[config.mk]
export PLATFORM = sky130hd
export DESIGN_NAME = c_minus_token_scanner_core
export DESIGN_NICKNAME = d
export VERILOG_FILES = /design/src/rtl/cmts_pkg.sv /design/src/rtl/cmts_scan.sv /design/src/rtl/cmts_rbuf.sv /design/src/rtl/c_minus_token_scanner_core.sv
export SDC_FILE = /design/constraint.sdc
export NUM_CORES = 1
export LEC_CHECK = 0
export ABC_CLOCK_PERIOD_IN_PS = 6400
export BUFFER_PORTS_ARGS = -buffer_cell sky130_fd_sc_hd__clkbuf_2
export CORE_ASPECT_RATIO = 1.2
export CORE_UTILIZATION = 60
export CTS_CLUSTER_DIAMETER = 150
export DETAILED_ROUTE_END_ITERATION = 10
export HOLD_SLACK_MARGIN = 0.08
export PLACE_DENSITY_LB_ADDON = 0.15
export SLEW_MARGIN = 30
export SYNTH_ARGS = -nofsm -noshare
export SYNTH_HDL_FRONTEND = slang
export SYNTH_SLANG_ARGS = --single-unit
export TNS_END_PERCENT = 1
[constraint.sdc]
create_clock -name aclk -period 6.4 [get_ports aclk]
set_clock_uncertainty 0.1 [all_clocks]
set_input_delay 0.96 -clock aclk [delete_from_list [all_inputs] [get_ports aclk]]
set_output_delay 0.96 -clock aclk [all_outputs]
set_load 0.005 [all_outputs]
[src/rtl/cmts_pkg.sv]
// Shared types, token and character codes, and keyword table for the C-minus token scanner.
package cmts_pkg;

    localparam int KW_COUNT    = 6;
    localparam int KW_MAX      = 6;
    localparam int RBUF_DEPTH  = 4;
    localparam int RBUF_PTR_W  = 2;
    localparam int RBUF_CNT_W  = 3;

    typedef struct packed {
        logic       kind;
        logic [7:0] char_code;
    } in_beat_t;

    typedef struct packed {
        logic [4:0]  token_kind;
        logic [2:0]  error_kind;
        logic [15:0] line_number;
        logic [19:0] start_offset;
        logic [7:0]  text_length;
        logic        last_result;
    } res_beat_t;

    typedef struct packed {
        logic [1:0] cnt;
        res_beat_t  beat0;
        res_beat_t  beat1;
    } res_push_t;

    typedef enum logic [3:0] {
        ST_START, ST_NUM, ST_ID, ST_EQ, ST_LT, ST_GT, ST_SLASH, ST_BANG,
        ST_COMMENT, ST_STAR, ST_SKIP, ST_DOLLAR
    } scan_state_t;

    localparam logic IN_CHAR = 1'b0;
    localparam logic IN_EOF  = 1'b1;

    localparam logic [4:0] TK_ELSE      = 5'd0;
    localparam logic [4:0] TK_IF        = 5'd1;
    localparam logic [4:0] TK_INT       = 5'd2;
    localparam logic [4:0] TK_RETURN    = 5'd3;
    localparam logic [4:0] TK_VOID      = 5'd4;
    localparam logic [4:0] TK_WHILE     = 5'd5;
    localparam logic [4:0] TK_ADD       = 5'd6;
    localparam logic [4:0] TK_SUB       = 5'd7;
    localparam logic [4:0] TK_TIMES     = 5'd8;
    localparam logic [4:0] TK_DIV       = 5'd9;
    localparam logic [4:0] TK_LT        = 5'd10;
    localparam logic [4:0] TK_LTE       = 5'd11;
    localparam logic [4:0] TK_GT        = 5'd12;
    localparam logic [4:0] TK_GTE       = 5'd13;
    localparam logic [4:0] TK_EQ        = 5'd14;
    localparam logic [4:0] TK_NOT_EQ    = 5'd15;
    localparam logic [4:0] TK_ASSIGN    = 5'd16;
    localparam logic [4:0] TK_SEMI      = 5'd17;
    localparam logic [4:0] TK_COMMA     = 5'd18;
    localparam logic [4:0] TK_O_PAREN   = 5'd19;
    localparam logic [4:0] TK_C_PAREN   = 5'd20;
    localparam logic [4:0] TK_O_BRACKET = 5'd21;
    localparam logic [4:0] TK_C_BRACKET = 5'd22;
    localparam logic [4:0] TK_O_BRACE   = 5'd23;
    localparam logic [4:0] TK_C_BRACE   = 5'd24;
    localparam logic [4:0] TK_ID        = 5'd25;
    localparam logic [4:0] TK_NUM       = 5'd26;
    localparam logic [4:0] TK_ENDFILE   = 5'd27;
    localparam logic [4:0] TK_ERROR     = 5'd28;

    localparam logic [2:0] ERR_NONE    = 3'd0;
    localparam logic [2:0] ERR_NUM     = 3'd1;
    localparam logic [2:0] ERR_ID      = 3'd2;
    localparam logic [2:0] ERR_STRAY   = 3'd3;
    localparam logic [2:0] ERR_UNKNOWN = 3'd4;

    localparam logic [7:0] CH_TAB      = 8'h09;
    localparam logic [7:0] CH_NL       = 8'h0A;
    localparam logic [7:0] CH_SPACE    = 8'h20;
    localparam logic [7:0] CH_BANG     = 8'h21;
    localparam logic [7:0] CH_DOLLAR   = 8'h24;
    localparam logic [7:0] CH_O_PAREN  = 8'h28;
    localparam logic [7:0] CH_C_PAREN  = 8'h29;
    localparam logic [7:0] CH_STAR     = 8'h2A;
    localparam logic [7:0] CH_PLUS     = 8'h2B;
    localparam logic [7:0] CH_COMMA    = 8'h2C;
    localparam logic [7:0] CH_MINUS    = 8'h2D;
    localparam logic [7:0] CH_SLASH    = 8'h2F;
    localparam logic [7:0] CH_SEMI     = 8'h3B;
    localparam logic [7:0] CH_LT       = 8'h3C;
    localparam logic [7:0] CH_EQ       = 8'h3D;
    localparam logic [7:0] CH_GT       = 8'h3E;
    localparam logic [7:0] CH_O_BRACK  = 8'h5B;
    localparam logic [7:0] CH_C_BRACK  = 8'h5D;
    localparam logic [7:0] CH_O_BRACE  = 8'h7B;
    localparam logic [7:0] CH_C_BRACE  = 8'h7D;

    localparam logic [7:0] KW_LEN [KW_COUNT] = '{8'd4, 8'd2, 8'd3, 8'd6, 8'd4, 8'd5};

    localparam logic [7:0] KW_TEXT [KW_COUNT][KW_MAX] = '{
        '{"e", "l", "s", "e", 8'h00, 8'h00},
        '{"i", "f", 8'h00, 8'h00, 8'h00, 8'h00},
        '{"i", "n", "t", 8'h00, 8'h00, 8'h00},
        '{"r", "e", "t", "u", "r", "n"},
        '{"v", "o", "i", "d", 8'h00, 8'h00},
        '{"w", "h", "i", "l", "e", 8'h00}
    };

    function automatic logic [4:0] id_token(input logic [KW_MAX-1:0][7:0] kw,
                                            input logic [7:0] len);
        logic [4:0] kind;
        logic       hit;
        kind = TK_ID;
        for (int k = KW_COUNT - 1; k >= 0; k--) begin
            hit = (len == KW_LEN[k]);
            for (int i = 0; i < KW_MAX; i++) begin
                if ((8'(i) < KW_LEN[k]) && (kw[i] != KW_TEXT[k][i])) begin
                    hit = 1'b0;
                end
            end
            if (hit) begin
                kind = 5'(k);
            end
        end
        return kind;
    endfunction

    function automatic res_beat_t make_beat(input logic [4:0] kind, input logic [2:0] err,
                                            input logic [15:0] line,
                                            input logic [19:0] start,
                                            input logic [7:0] len);
        res_beat_t b;
        b.token_kind   = kind;
        b.error_kind   = err;
        b.line_number  = line;
        b.start_offset = start;
        b.text_length  = len;
        b.last_result  = 1'b0;
        return b;
    endfunction

endpackage

[src/rtl/cmts_scan.sv]
// Scanner state, counters, keyword buffer and single-pass token decision logic.
module cmts_scan #(
    parameter int OFFSET_BITS   = 20,
    parameter int LINE_BITS     = 16,
    parameter int KEYWORD_CHARS = 6
) (
    input  logic               aclk,
    input  logic               aresetn,
    input  logic               item_valid,
    input  cmts_pkg::in_beat_t item,
    output cmts_pkg::res_push_t push
);
    import cmts_pkg::*;

    scan_state_t                   state_reg, state_next;
    logic [LINE_BITS-1:0]          line_count_reg;
    logic [OFFSET_BITS-1:0]        char_offset_reg;
    logic [OFFSET_BITS-1:0]        token_start_reg;
    logic [7:0]                    token_len_reg;
    logic [KEYWORD_CHARS-1:0][7:0] kw_buf_reg;

    logic [7:0]  c;
    logic        is_dig, is_let;
    logic [15:0] line_out;
    logic [19:0] tok_start, cur_off;
    logic [7:0]  len_grown;

    logic        fl_v;
    res_beat_t   fl_beat;
    logic        st_v, st_begin, st_inc;
    res_beat_t   st_beat;
    scan_state_t st_state;

    logic        r0_v, r1_v;
    res_beat_t   r0, r1;
    logic        do_begin, do_grow, do_line_inc, do_off_inc;
    logic        same, other;
    logic [4:0]  pair_kind;

    assign c         = item.char_code;
    assign is_dig    = (c >= "0") && (c <= "9");
    assign is_let    = ((c >= "a") && (c <= "z")) || ((c >= "A") && (c <= "Z"));
    assign line_out  = 16'(line_count_reg);
    assign tok_start = 20'(token_start_reg);
    assign cur_off   = 20'(char_offset_reg);
    assign len_grown = (token_len_reg == 8'hFF) ? token_len_reg : token_len_reg + 8'd1;

    // pending token in the current state
    always_comb begin
        fl_v    = 1'b1;
        fl_beat = make_beat(TK_ERROR, ERR_NONE, line_out, tok_start, 8'd1);
        case (state_reg)
            ST_NUM:   fl_beat = make_beat(TK_NUM, ERR_NONE, line_out, tok_start, token_len_reg);
            ST_ID:    fl_beat = make_beat(id_token(kw_buf_reg[KW_MAX-1:0], token_len_reg),
                                          ERR_NONE, line_out, tok_start, token_len_reg);
            ST_EQ:    fl_beat.token_kind = TK_ASSIGN;
            ST_LT:    fl_beat.token_kind = TK_LT;
            ST_GT:    fl_beat.token_kind = TK_GT;
            ST_SLASH: fl_beat.token_kind = TK_DIV;
            ST_BANG:  fl_beat.error_kind = ERR_STRAY;
            default:  fl_v = 1'b0;
        endcase
    end

    // character seen from the start state
    always_comb begin
        st_v     = 1'b0;
        st_begin = 1'b0;
        st_inc   = 1'b0;
        st_state = ST_START;
        st_beat  = make_beat(TK_ERROR, ERR_NONE, line_out, cur_off, 8'd1);
        if (is_dig) begin
            st_begin = 1'b1;
            st_state = ST_NUM;
        end else if (is_let) begin
            st_begin = 1'b1;
            st_state = ST_ID;
        end else begin
            st_v = 1'b1;
            case (c)
                CH_EQ:      begin st_v = 1'b0; st_begin = 1'b1; st_state = ST_EQ;     end
                CH_LT:      begin st_v = 1'b0; st_begin = 1'b1; st_state = ST_LT;     end
                CH_GT:      begin st_v = 1'b0; st_begin = 1'b1; st_state = ST_GT;     end
                CH_SLASH:   begin st_v = 1'b0; st_begin = 1'b1; st_state = ST_SLASH;  end
                CH_BANG:    begin st_v = 1'b0; st_begin = 1'b1; st_state = ST_BANG;   end
                CH_DOLLAR:  begin st_v = 1'b0; st_begin = 1'b1; st_state = ST_DOLLAR; end
                CH_SPACE,
                CH_TAB:     st_v = 1'b0;
                CH_NL:      begin st_v = 1'b0; st_inc = 1'b1; end
                CH_STAR:    st_beat.token_kind = TK_TIMES;
                CH_PLUS:    st_beat.token_kind = TK_ADD;
                CH_MINUS:   st_beat.token_kind = TK_SUB;
                CH_O_BRACK: st_beat.token_kind = TK_O_BRACKET;
                CH_C_BRACK: st_beat.token_kind = TK_C_BRACKET;
                CH_O_PAREN: st_beat.token_kind = TK_O_PAREN;
                CH_C_PAREN: st_beat.token_kind = TK_C_PAREN;
                CH_O_BRACE: st_beat.token_kind = TK_O_BRACE;
                CH_C_BRACE: st_beat.token_kind = TK_C_BRACE;
                CH_COMMA:   st_beat.token_kind = TK_COMMA;
                CH_SEMI:    st_beat.token_kind = TK_SEMI;
                default:    st_beat.error_kind = ERR_UNKNOWN;
            endcase
        end
    end

    always_comb begin
        state_next  = state_reg;
        r0_v        = 1'b0;
        r1_v        = 1'b0;
        r0          = fl_beat;
        r1          = st_beat;
        do_begin    = 1'b0;
        do_grow     = 1'b0;
        do_line_inc = 1'b0;
        do_off_inc  = 1'b0;
        same        = (state_reg == ST_NUM) ? is_dig : is_let;
        other       = (state_reg == ST_NUM) ? is_let : is_dig;
        case (state_reg)
            ST_LT:   pair_kind = TK_LTE;
            ST_GT:   pair_kind = TK_GTE;
            ST_BANG: pair_kind = TK_NOT_EQ;
            default: pair_kind = TK_EQ;
        endcase
        if (item_valid) begin
            if (item.kind == IN_EOF) begin
                r0_v       = fl_v;
                r1_v       = 1'b1;
                r1         = make_beat(TK_ENDFILE, ERR_NONE, line_out, cur_off, 8'd0);
                state_next = ST_START;
            end else begin
                do_off_inc = 1'b1;
                case (state_reg)
                    ST_NUM, ST_ID: begin
                        if (same) begin
                            do_grow = 1'b1;
                        end else if (other) begin
                            do_grow    = 1'b1;
                            r0_v       = 1'b1;
                            r0         = make_beat(TK_ERROR,
                                                   (state_reg == ST_NUM) ? ERR_NUM : ERR_ID,
                                                   line_out, tok_start, len_grown);
                            state_next = ST_SKIP;
                        end else begin
                            r0_v        = 1'b1;
                            r1_v        = st_v;
                            state_next  = st_state;
                            do_begin    = st_begin;
                            do_line_inc = st_inc;
                        end
                    end
                    ST_EQ, ST_LT, ST_GT, ST_BANG: begin
                        if (c == CH_EQ) begin
                            r0_v       = 1'b1;
                            r0         = make_beat(pair_kind, ERR_NONE, line_out, tok_start,
                                                   8'd2);
                            state_next = ST_START;
                        end else begin
                            r0_v        = 1'b1;
                            r1_v        = st_v;
                            state_next  = st_state;
                            do_begin    = st_begin;
                            do_line_inc = st_inc;
                        end
                    end
                    ST_SLASH: begin
                        if (c == CH_STAR) begin
                            state_next = ST_COMMENT;
                        end else begin
                            r0_v        = 1'b1;
                            r1_v        = st_v;
                            state_next  = st_state;
                            do_begin    = st_begin;
                            do_line_inc = st_inc;
                        end
                    end
                    ST_COMMENT: begin
                        if (c == CH_STAR) begin
                            state_next = ST_STAR;
                        end else if (c == CH_NL) begin
                            do_line_inc = 1'b1;
                        end
                    end
                    ST_STAR: begin
                        if (c == CH_SLASH) begin
                            state_next = ST_START;
                        end else if (c != CH_STAR) begin
                            do_line_inc = (c == CH_NL);
                            state_next  = ST_COMMENT;
                        end
                    end
                    ST_SKIP: begin
                        if (!is_dig && !is_let) begin
                            r1_v        = st_v;
                            state_next  = st_state;
                            do_begin    = st_begin;
                            do_line_inc = st_inc;
                        end
                    end
                    ST_DOLLAR: begin
                        r0_v        = 1'b1;
                        r0          = make_beat(TK_ERROR, ERR_STRAY, line_out, tok_start,
                                                8'd1);
                        r1_v        = st_v;
                        state_next  = st_state;
                        do_begin    = st_begin;
                        do_line_inc = st_inc;
                    end
                    default: begin
                        r1_v        = st_v;
                        state_next  = st_state;
                        do_begin    = st_begin;
                        do_line_inc = st_inc;
                    end
                endcase
            end
        end

        // pack results front first, flag the last
        push.beat1 = r1;
        push.beat1.last_result = 1'b1;
        if (r0_v && r1_v) begin
            push.cnt   = 2'd2;
            push.beat0 = r0;
        end else if (r0_v) begin
            push.cnt   = 2'd1;
            push.beat0 = r0;
            push.beat0.last_result = 1'b1;
        end else if (r1_v) begin
            push.cnt   = 2'd1;
            push.beat0 = r1;
            push.beat0.last_result = 1'b1;
        end else begin
            push.cnt   = 2'd0;
            push.beat0 = r0;
        end
    end

    always_ff @(posedge aclk) begin
        if (!aresetn) begin
            state_reg       <= ST_START;
            line_count_reg  <= LINE_BITS'(1);
            char_offset_reg <= '0;
            token_start_reg <= '0;
            token_len_reg   <= '0;
        end else begin
            state_reg <= state_next;
            if (do_line_inc && (line_count_reg != '1)) begin
                line_count_reg <= line_count_reg + LINE_BITS'(1);
            end
            if (do_off_inc) begin
                char_offset_reg <= char_offset_reg + OFFSET_BITS'(1);
            end
            if (do_begin) begin
                token_start_reg <= char_offset_reg;
                token_len_reg   <= 8'd1;
            end else if (do_grow) begin
                token_len_reg <= len_grown;
            end
        end
    end

    always_ff @(posedge aclk) begin
        for (int i = 0; i < KEYWORD_CHARS; i++) begin
            if (do_begin && (i == 0)) begin
                kw_buf_reg[i] <= c;
            end else if (do_grow && (token_len_reg == 8'(i))) begin
                kw_buf_reg[i] <= c;
            end
        end
    end

endmodule

[src/rtl/cmts_rbuf.sv]
// Four-entry result queue taking up to two results per cycle and giving one per beat.
module cmts_rbuf (
    input  logic                aclk,
    input  logic                aresetn,
    input  cmts_pkg::res_push_t push,
    output logic                room,
    output logic                m_valid,
    input  logic                m_ready,
    output cmts_pkg::res_beat_t m_data
);
    import cmts_pkg::*;

    res_beat_t               mem [RBUF_DEPTH];
    logic [RBUF_PTR_W-1:0]   wr_ptr_reg, rd_ptr_reg, wr_ptr_nx1;
    logic [RBUF_CNT_W-1:0]   count_reg, count_next;
    logic                    pop;

    assign pop        = m_valid && m_ready;
    assign room       = (count_reg <= RBUF_CNT_W'(RBUF_DEPTH - 2));
    assign m_valid    = (count_reg != '0);
    assign m_data     = mem[rd_ptr_reg];
    assign wr_ptr_nx1 = wr_ptr_reg + RBUF_PTR_W'(1);
    assign count_next = count_reg + RBUF_CNT_W'(push.cnt) - RBUF_CNT_W'(pop);

    always_ff @(posedge aclk) begin
        if (!aresetn) begin
            wr_ptr_reg <= '0;
            rd_ptr_reg <= '0;
            count_reg  <= '0;
        end else begin
            wr_ptr_reg <= wr_ptr_reg + RBUF_PTR_W'(push.cnt);
            rd_ptr_reg <= rd_ptr_reg + RBUF_PTR_W'(pop);
            count_reg  <= count_next;
        end
    end

    always_ff @(posedge aclk) begin
        if (push.cnt != 2'd0) begin
            mem[wr_ptr_reg] <= push.beat0;
        end
        if (push.cnt == 2'd2) begin
            mem[wr_ptr_nx1] <= push.beat1;
        end
    end

endmodule

[src/rtl/c_minus_token_scanner_core.sv]
// Top level of the C-minus token scanner: input register, scanner and result queue.
//
// Usage: source bytes go in on the s_ channel, one character or end-of-input
// marker per beat (s_data.kind). Tokens come out on the m_ channel, one per
// beat, each with kind, error kind, line, start offset and length; last_result
// marks the final token caused by an input beat.
// A token appears on m_valid after the input beat that completes it passes the
// input register and the scan step writes the token into the result queue.
// Throughput: one input beat per cycle while the receiver keeps up. A beat
// may yield two tokens; the queue output gives one token per cycle, so input
// then slows to the rate at which tokens drain. s_ready drops when the
// four-entry queue holds more than two tokens and the input register is full.
// Reset (aresetn low, synchronous) clears the scan state to start, line to 1,
// offset and token counters to zero and empties the queue.
// When the receiver stalls, m_data holds and the queue fills; once it holds more
// than two tokens the input side stalls as well, and nothing is lost.
module c_minus_token_scanner_core #(
    parameter int OFFSET_BITS   = 20,
    parameter int LINE_BITS     = 16,
    parameter int KEYWORD_CHARS = 6
) (
    input  logic                aclk,
    input  logic                aresetn,
    input  logic                s_valid,
    output logic                s_ready,
    input  cmts_pkg::in_beat_t  s_data,
    output logic                m_valid,
    input  logic                m_ready,
    output cmts_pkg::res_beat_t m_data
);
    import cmts_pkg::*;

    logic      in_valid_reg;
    in_beat_t  in_data_reg;
    logic      room;
    logic      consume;
    res_push_t push;

    assign consume = in_valid_reg && room;
    assign s_ready = !in_valid_reg || consume;

    always_ff @(posedge aclk) begin
        if (!aresetn) begin
            in_valid_reg <= 1'b0;
        end else if (s_ready) begin
            in_valid_reg <= s_valid;
        end
    end

    always_ff @(posedge aclk) begin
        if (s_valid && s_ready) begin
            in_data_reg <= s_data;
        end
    end

    cmts_scan #(
        .OFFSET_BITS   (OFFSET_BITS),
        .LINE_BITS     (LINE_BITS),
        .KEYWORD_CHARS (KEYWORD_CHARS)
    ) u_scan (
        .aclk       (aclk),
        .aresetn    (aresetn),
        .item_valid (consume),
        .item       (in_data_reg),
        .push       (push)
    );

    cmts_rbuf u_rbuf (
        .aclk    (aclk),
        .aresetn (aresetn),
        .push    (push),
        .room    (room),
        .m_valid (m_valid),
        .m_ready (m_ready),
        .m_data  (m_data)
    );

endmodule

==> results.yml, run 1 <==
floorplanning:
  pin_count: 68
  start_util: 0.609
  rows: 66
  die_h_microns: 184
  core-area_sq_mm: 0.0271
  die_w_microns: 153
  dieArea_sq_mm: 0.0282
critical_path:
  reg2reg_from: "in_data_reg[4]"
  cp_slowest_cell: "or4b_1"
  crit_chain: "or4b_1, o31a_1, o2111a_1, a41oi_2, ha_1, nand2b_1, or2_2, and2_1, inv_2, buf_4, nor2_1, a21oi_1"
  cpPeakStageDelay_ns: 0.71
  path_buf_inv: 2
  endpoint_kind: "register"
  crit_type: "register to register"
  path_delay_family: "simple AND/OR/NAND/NOR gates"
  worstPathMaxFanout: 30
  rrSetupSlack_ns: 1.65
  cp.required_ns: 6.68
  startpoint_type: "register"
  critical_path_arrival_ns: 5.03
  worstSetupStartpoint: "in_data_reg[4]"
run_status:
  status: "complete, no violations"
global_routing:
  grt_overflow: 0
  grt_pass1_wl_microns: 61100
  first_global_vias: 11100
  grt_max_degree: 55
  antenna_found_initial: 0
  grt_util_all_layers: 0.280
clock_tree:
  clk_latency_ns: 0.51
  clockRootBuffer: "clkbuf_16"
  post_cts_resized: 0
  htreeDepth: 2
  clkSlewWorstSetupHoldPaths_ns: 0.07
  cts_tree: "built"
  cts_setup_buffers: 0
  cts_sinks: 345
  cts_buffer_depth: 3
  hold_buffers: 0
  cts_inserted_buffers: 34
cells_and_area:
  area_delta_synth_final_pct: 10.3
  nNetsFinal: 1468
  largest_reg_flops: 212
  diodes: 0
  drive_gt1_frac: 0.156
routing:
  drt-initial-drc-count: 1099
  routed-via-count: 11600
  first_pass_iters: 6
  wirelength_microns: 39400
  drc_errors: 0
  wl_per_cell_microns: 21.8
  via_per_inst: 6.45
  antenna_left: 0
pwr:
  p_per_area_mw_per_mm2: 306
  ir_drop_mv: 0.219
  p_leak_nw: 6.16
logic_synthesis:
  synth_top_area_share: 0.417
  yosysWarningCount: 0
  ys_seq_area_frac: 0.558
  synth_area_leaders: "edfxtp_1 (42%), dfxtp_1 (14%), mux4_2 (7.2%)"
  syn-cell-area_sq_mm: 0.0165
  ys_ff_latch: 345
  synth_area_leader_cell: "edfxtp_1"
  syn_avg_cell_area_sq_um: 11.7
  syn_inst: 1410
  synth.distinct_cells: 80
  synth-edff-count: 229
  synth_flop_cell: "edfxtp_1"
  synth_nets: 1437
  ys_async_sr_fraction: 0
place:
  place_hpwl_microns: 25600
  place_congestion: 0.996
  pre_cts_ws_ns: 1.73
  portBuffers: 67
sta:
  hold_violations: 0
  worst_slew_pin_slew_ns: 0.947
  slew_violations: 0
  fmax_mhz: 211
  slew_headroom: 0.363
  rsz0062_at_grt: "no"
  fin_crit_ns: 4.75
  tns_ns: 0
  setup_ws_ns: 1.65
  fin_crit_sh: 0.742
  setup_viol: 0
run:
  cap_violations: 0
worst_hold_path:
  hold_path.class: "register to register"
  min_from: "u_rbuf.mem[2][2]"
==> layer usage <==
metal | track usage | vias up | wire (microns)
met4 | 0.0976 | 0 | 1210
met3 | 0.0372 | 97 | 2310
met5 | 0 | - | 0
met1 | 0.365 | 5709 | 16400
met2 | 0.483 | 418 | 19500
li1 | - | 5420 | -
==> cells by family (layout without fill, tap and decap cells) <==
logic type,count (synthesis),after routing,share of synthesized area
and+or+nand+nor,508,508,0.163
DFF,345,345,0.558
AOI/OAI and AO/OA,309,309,0.133
buffers and inverters,125,181,0.0314
muxes,75,75,0.0857
xor gates and xnor gates,34,34,0.0181
adders and majority gates,14,14,0.0111
==> synth_stat cells (14+ instances only) <==
cell / n
a22o_1: 89
o21ai_0: 67
or3_1: 17
edfxtp_1: 229
clkbuf_1: 69
xnor2_1: 20
nor2_1: 124
dfxtp_1: 116
inv_1: 19
mux4_2: 53
and2_1: 76
buf_2: 15
xor2_1: 14
nand3_1: 34
mux2i_1: 22
a21oi_1: 45
and3_1: 14
nand2_1: 109
o22ai_1: 22
nor3_1: 24
==> cell type report <==
| class | instances | area [sq um] |
|---|---|---|
| repair buffers | 97 | 561 |
| clock inverters | 15 | 203 |
| well taps | 340 | 425 |
| multi-input cells | 940 | 6790 |
| flip-flops and latches | 345 | 9200 |
| clock buffers | 46 | 928 |
| fillers | 2065 | 8890 |
| inverters | 23 | 86.3 |
==> worst min-delay path, cell delays in order (launching register included) <==
cell	delay, ns
dfxtp_1	0.32
nand2_1	0.04
o21ai_0	0.05
==> final timing paths <==
path	endpoint	cells past startpoint
setup / recovery	u_rbuf.mem[3][0]	12
hold / removal	u_rbuf.mem[2][2]	2
setup reg to reg	u_rbuf.mem[3][0]	12
hold reg to reg	u_rbuf.mem[2][2]	2
==> cells in the final DEF, fill, tap and decap left out, drive strengths merged, types with 21 or more instances in the layout <==
| cell | n |
|---|---|
| nor3 | 24 |
| a22o | 89 |
| nand2 | 109 |
| inv | 21 |
| o22ai | 22 |
| o21ai | 72 |
| mux4 | 53 |
| clkbuf | 113 |
| nor2 | 124 |
| edfxtp | 229 |
| mux2i | 22 |
| buf | 30 |
| dfxtp | 116 |
| and2 | 76 |
| a21oi | 45 |
| nand3 | 34 |
==> per-stage QoR <==
step,instances,total power [mW],instance area (sq um),hold WS (ns),util
3_3_place_gp,1745,3.57,17100,0.330,0.630
3_5_place_dp,1745,3.59,17100,0.339,0.630
2_1_floorplan,1410,3.25,16500,0.320,-
6_report,1806,5.58,18200,0.350,0.672
4_1_cts,1806,5.61,18200,0.352,0.672
5_1_grt,1806,5.77,18200,0.380,0.672
==> report_power, final <==
| group | switching (mW) | leakage (nW) | internal [mW] |
|---|---|---|---|
| Clock | 0.818 | 0.555 | 1.22 |
| Sequential | 0.122 | 2.94 | 2.51 |
| Combinational | 0.480 | 2.67 | 0.423 |
No activity file was read; power rests on OpenSTA's default activity.
==> run 2, diff against run 1 <==
--- a/config.mk
+++ b/config.mk
@@ -5,7 +5,7 @@
 export SDC_FILE = /design/constraint.sdc
 export NUM_CORES = 1
 export LEC_CHECK = 0
-export ABC_CLOCK_PERIOD_IN_PS = 6400
+export ABC_CLOCK_PERIOD_IN_PS = 4700
 export BUFFER_PORTS_ARGS = -buffer_cell sky130_fd_sc_hd__clkbuf_2
 export CORE_ASPECT_RATIO = 1.2
 export CORE_UTILIZATION = 60
==> constraint.sdc (replaced) <==
create_clock -name aclk -period 4.7 [get_ports aclk]
set_clock_uncertainty 0.1 [all_clocks]
set_input_delay 0.705 -clock aclk [delete_from_list [all_inputs] [get_ports aclk]]
set_output_delay 0.705 -clock aclk [all_outputs]
set_load 0.005 [all_outputs]
==> run 2 against run 1 <==
  * Routed wire length fell by 0.21%
  * Sequential share of layout area fell by 0.72 points
  * Via count rose by 1.7%
  * Worst hold slack got worse by 0.079 ns
  * Final area rose by 1.5%
  * Sequential cell count did not move
  * Die area did not move
  * Count of clock-buffer cells in the layout rose by 7
  * Largest power group unchanged
  * Core utilization rose by 0.97 points
  * Combinational power rose by 42%
  * Sequential power rose by 36%
  * Fmax rose by 6.8%
==> results.yml, run 2 (synthesis gave the netlist of run 1 again) <==
floorplanning:
  start_util: 0.609
  core-area_sq_mm: 0.0271
  rows: 66
  die_w_microns: 153
  pin_count: 68
  die_h_microns: 184
  dieArea_sq_mm: 0.0282
sta:
  slew_violations: 0
  worst_slew_pin_slew_ns: 0.863
  rsz0062_at_grt: "no"
  setup_ws_ns: 0.252
  tns_ns: 0
  setup_viol: 0
  fin_crit_ns: 4.45
  slew_headroom: 0.424
  hold_violations: 0
  whs_ns: 0.271
  fmax_mhz: 225
  fin_crit_sh: 0.946
critical_path:
  worstSetupStartpoint: "in_data_reg[6]"
  path_delay_family: "simple AND/OR/NAND/NOR gates"
  reg2reg_depth: 13
  rr_endpoint: "u_rbuf.mem[3][18]"
  worstPathMaxFanout: 21
  critical_path_arrival_ns: 4.61
  cp.depth: 13
  cpPeakStageDelay_ns: 0.75
  path_buf_inv: 3
  crit_chain: "buf_4, nor4b_2, nand4b_1, o21a_1, a41oi_2, inv_1, ha_1, a221oi_1, o21ai_0, nor2_1, nor2_1, buf_4, a22o_1"
  crit_type: "register to register"
  rrSetupSlack_ns: 0.25
  endpoint_kind: "register"
  cp.required_ns: 4.86
  cp_slowest_cell: "nor4b_2"
  reg2reg_from: "in_data_reg[6]"
  critPathCapture: "u_rbuf.mem[3][18]"
  startpoint_type: "register"
clock_tree:
  cts_inserted_buffers: 35
  htreeDepth: 2
  cts_buffer_depth: 3
  cts_sinks: 345
  hold_buffers: 0
  post_cts_resized: 0
  cts_tree: "built"
  clockRootBuffer: "clkbuf_16"
  clkSlewWorstSetupHoldPaths_ns: 0.06
  clk_latency_ns: 0.52
  cts_setup_buffers: 0
cells_and_area:
  design_area_sq_mm: 0.0185
  drive_gt1_frac: 0.172
  fillerInstances: 1980
  area_delta_synth_final_pct: 11.9
  largest_reg_flops: 212
  nNetsFinal: 1491
  diodes: 0
  layout_common_cells: "edfxtp_1 (229), nor2_1 (124), dfxtp_1 (114), nand2_1 (109), a22o_1 (89)"
  final_common_cell: "edfxtp_1"
global_routing:
  antenna_found_initial: 2
  grt_util_all_layers: 0.282
  grt_max_degree: 55
  grt_pass1_wl_microns: 62000
  first_global_vias: 11300
  grt_overflow: 0
pwr:
  ir_drop_mv: 0.437
  p_leak_nw: 6.30
  p_per_area_mw_per_mm2: 415
  power.total_mw: 7.67
routing:
  drc_errors: 0
  antenna_left: 0
  wirelength_microns: 39300
  first_pass_iters: 6
  drt-initial-drc-count: 1104
  routed-via-count: 11800
  wl_per_cell_microns: 21.5
  via_per_inst: 6.47
worst_hold_path:
  hold_path.class: "input port to register"
place:
  placed_cell_area_sq_mm: 0.0173
  pre_cts_ws_ns: 0.452
  place_hpwl_microns: 25800
  portBuffers: 67
  place_congestion: 0.996
run_status:
  status: "complete, no violations"
run:
  cap_violations: 0
[run 2: cell types whose count changed in the layout (fill, tap and decap cells not counted), sizes merged]
cell	previous run	this run
clkinvlp	0	1
buf	30	52
clkbuf	113	120
bufinv	5	2
clkinv	12	10
[run 2: metrics by stage]
| step | cells | util |
|---|---|---|
| floorplan | 1410 | - |
| global placement | 1767 | 0.637 |
| detailed placement | 1767 | 0.637 |
| CTS | 1831 | 0.681 |
| global route | 1831 | 0.682 |
| finish | 1831 | 0.682 |
[run 2: cell type report]
class                           count  area (sq um)  share of cell area
Inverter                           23          86.3             0.00468
Clock buffer                       53          1060              0.0573
Timing Repair Buffer              119           763              0.0413
Tap cell                          340           425              0.0230
Sequential cell                   345          9200               0.499
Clock inverter                     11           128             0.00691
Multi-Input combinational cell    940          6800               0.368
[run 2: layer usage]
layer / vias up / track usage / wire (microns)
li1: 5459 / - / -
met2: 468 / 0.476 / 19100
met3: 111 / 0.0361 / 2410
met5: - / 0 / 13
met1: 5799 / 0.375 / 16400
met4: 2 / 0.107 / 1350
[run 2: worst min-delay path by stage]
stage / startpoint / endpoint / slack (ns) / cells past startpoint
6_report: s_data[0] / in_data_reg[0] / 0.27 / 1
5_1_grt: s_data[2] / in_data_reg[2] / 0.25 / 1
4_1_cts: s_data[0] / in_data_reg[0] / 0.26 / 1
3_5_place_dp: u_rbuf.mem[2][45] / u_rbuf.mem[2][45] / 0.34 / 2
3_3_place_gp: u_rbuf.mem[3][8] / u_rbuf.mem[3][8] / 0.33 / 2
2_1_floorplan: u_rbuf.mem[2][2] / u_rbuf.mem[2][2] / 0.32 / 2
[run 2: report_power, final]
part,internal (mW),switching [mW]
Sequential,3.42,0.161
Combinational,0.601,0.676
Clock,1.68,1.13
Total,5.70,1.97
==> run 3, diff against run 2 <==
--- a/config.mk
+++ b/config.mk
@@ -12,7 +12,7 @@
 export CTS_CLUSTER_DIAMETER = 150
 export DETAILED_ROUTE_END_ITERATION = 10
 export HOLD_SLACK_MARGIN = 0.08
-export PLACE_DENSITY_LB_ADDON = 0.15
+export PLACE_DENSITY = 0.78
 export SLEW_MARGIN = 30
 export SYNTH_ARGS = -nofsm -noshare
 export SYNTH_HDL_FRONTEND = slang
==> run 3 against run 2 <==
  * Sequential share of layout area up 0.25 points
  * Non-clock buffer count up 3
  * Critical path depth unchanged
  * Die area unchanged
  * Sequential power about the same
  * Final cell count about the same
  * Register-to-register slack better by 0.30 ns
  * Final area down 0.50%
  * Clock power down 8.2%
  * Routed wire length up 0.40%
  * Combinational power about the same
  * Worst hold slack worse by 0.0095 ns
==> results.yml, run 3 (synthesis gave the netlist of run 1 again) <==
run_status:
  status: "complete, no violations"
routing:
  wirelength_microns: 39500
  first_pass_iters: 5
  routed-via-count: 12000
  drc_errors: 0
  antenna_left: 0
  wl_per_cell_microns: 21.5
  drt-initial-drc-count: 1327
  via_per_inst: 6.52
critical_path:
  worstSetupStartpoint: "in_data_reg[6]"
  endpoint_kind: "register"
  reg2reg_from: "in_data_reg[6]"
  startpoint_type: "register"
  path_buf_inv: 3
  critical_path_arrival_ns: 4.32
  crit_chain: "buf_4, nor4b_2, nand4b_1, o21a_1, a41oi_2, inv_1, ha_1, a221oi_1, o21ai_0, nor2_1, nor2_1, buf_4, a22o_1"
  cp_slowest_cell: "nor4b_2"
  cp.required_ns: 4.87
  worstPathMaxFanout: 21
  cpPeakStageDelay_ns: 0.66
  crit_type: "register to register"
  path_delay_family: "simple AND/OR/NAND/NOR gates"
floorplanning:
  core-area_sq_mm: 0.0271
  rows: 66
  dieArea_sq_mm: 0.0282
  start_util: 0.609
  die_w_microns: 153
  die_h_microns: 184
  pin_count: 68
global_routing:
  grt_pass1_wl_microns: 62100
  first_global_vias: 11500
  antenna_found_initial: 0
  grt_max_degree: 39
  grt_util_all_layers: 0.282
  grt_overflow: 0
run:
  cap_violations: 0
cells_and_area:
  largest_reg_flops: 212
  diodes: 0
  nNetsFinal: 1493
  design_area_sq_mm: 0.0184
  final_common_cell: "edfxtp_1"
  area_delta_synth_final_pct: 11.3
  drive_gt1_frac: 0.172
  layout_common_cells: "edfxtp_1 (229), nor2_1 (124), dfxtp_1 (114), nand2_1 (109), a22o_1 (89)"
sta:
  setup_viol: 0
  worst_slew_pin_slew_ns: 0.997
  slew_headroom: 0.326
  slew_violations: 0
  fin_crit_sh: 0.883
  rsz0062_at_grt: "no"
  setup_ws_ns: 0.548
  fin_crit_ns: 4.15
  hold_violations: 0
  fmax_mhz: 241
  tns_ns: 0
  whs_ns: 0.262
clock_tree:
  clockRootBuffer: "clkbuf_16"
  cts_sinks: 345
  cts_inserted_buffers: 34
  cts_setup_buffers: 0
  clkSlewWorstSetupHoldPaths_ns: 0.06
  cts_buffer_depth: 3
  hold_buffers: 0
  htreeDepth: 2
  clk_latency_ns: 0.52
  cts_tree: "built"
  post_cts_resized: 0
worst_hold_path:
  hold_path.class: "input port to register"
  min_from: "s_data[8]"
pwr:
  p_per_area_mw_per_mm2: 406
  p_leak_nw: 6.25
  ir_drop_mv: 0.300
place:
  portBuffers: 67
  pre_cts_ws_ns: 0.636
  place_congestion: 0.984
  place_hpwl_microns: 26200
  placed_cell_area_sq_mm: 0.0173
run 3: cell types whose count changed in the layout (fill, tap and decap cells not counted), sizes merged:
cell / delta
buf: +3
bufinv: -1
clkbuf: -10
clkinv: +6
clkinvlp: +2
inv: +1
run 3: layout make-up:
cell class                      instances  area (sq um)
Clock buffer                           43           915
Clock inverter                         19           144
Fill cell                            1997          8720
Inverter                               23          86.3
Multi-Input combinational cell        940          6800
Sequential cell                       345          9200
Tap cell                              340           425
Timing Repair Buffer                  122           798
run 3: report_power, final:
group | internal [mW] | switching [mW]
sequential | 3.41 | 0.156
combinational | 0.610 | 0.698
clock | 1.45 | 1.14
run 3: worst paths after layout:
check / to / slack [ns] / cells after the start
min reg2reg: u_rbuf.mem[2][2] / 0.35 / 2
max reg2reg: u_rbuf.mem[3][16] / 0.55 / 13
max: u_rbuf.mem[3][16] / 0.55 / 13
min: in_data_reg[8] / 0.26 / 1
run 3: stage by stage:
stage / instances / util / total power [mW]
2_1_floorplan: 1410 / - / 4.42
3_3_place_gp: 1770 / 0.639 / 4.92
3_5_place_dp: 1770 / 0.639 / 4.95
4_1_cts: 1832 / 0.678 / 7.51
5_1_grt: 1832 / 0.678 / 7.73
6_report: 1832 / 0.678 / 7.46
run 3: per-layer routing:
metal	vias up	global-route usage	wire, microns	share of wire
li1	5468	-	-	-
met1	5819	0.369	16100	0.41
met2	564	0.482	19400	0.49
met3	101	0.0398	2700	0.068
met4	0	0.105	1210	0.031
met5	-	0	0	0
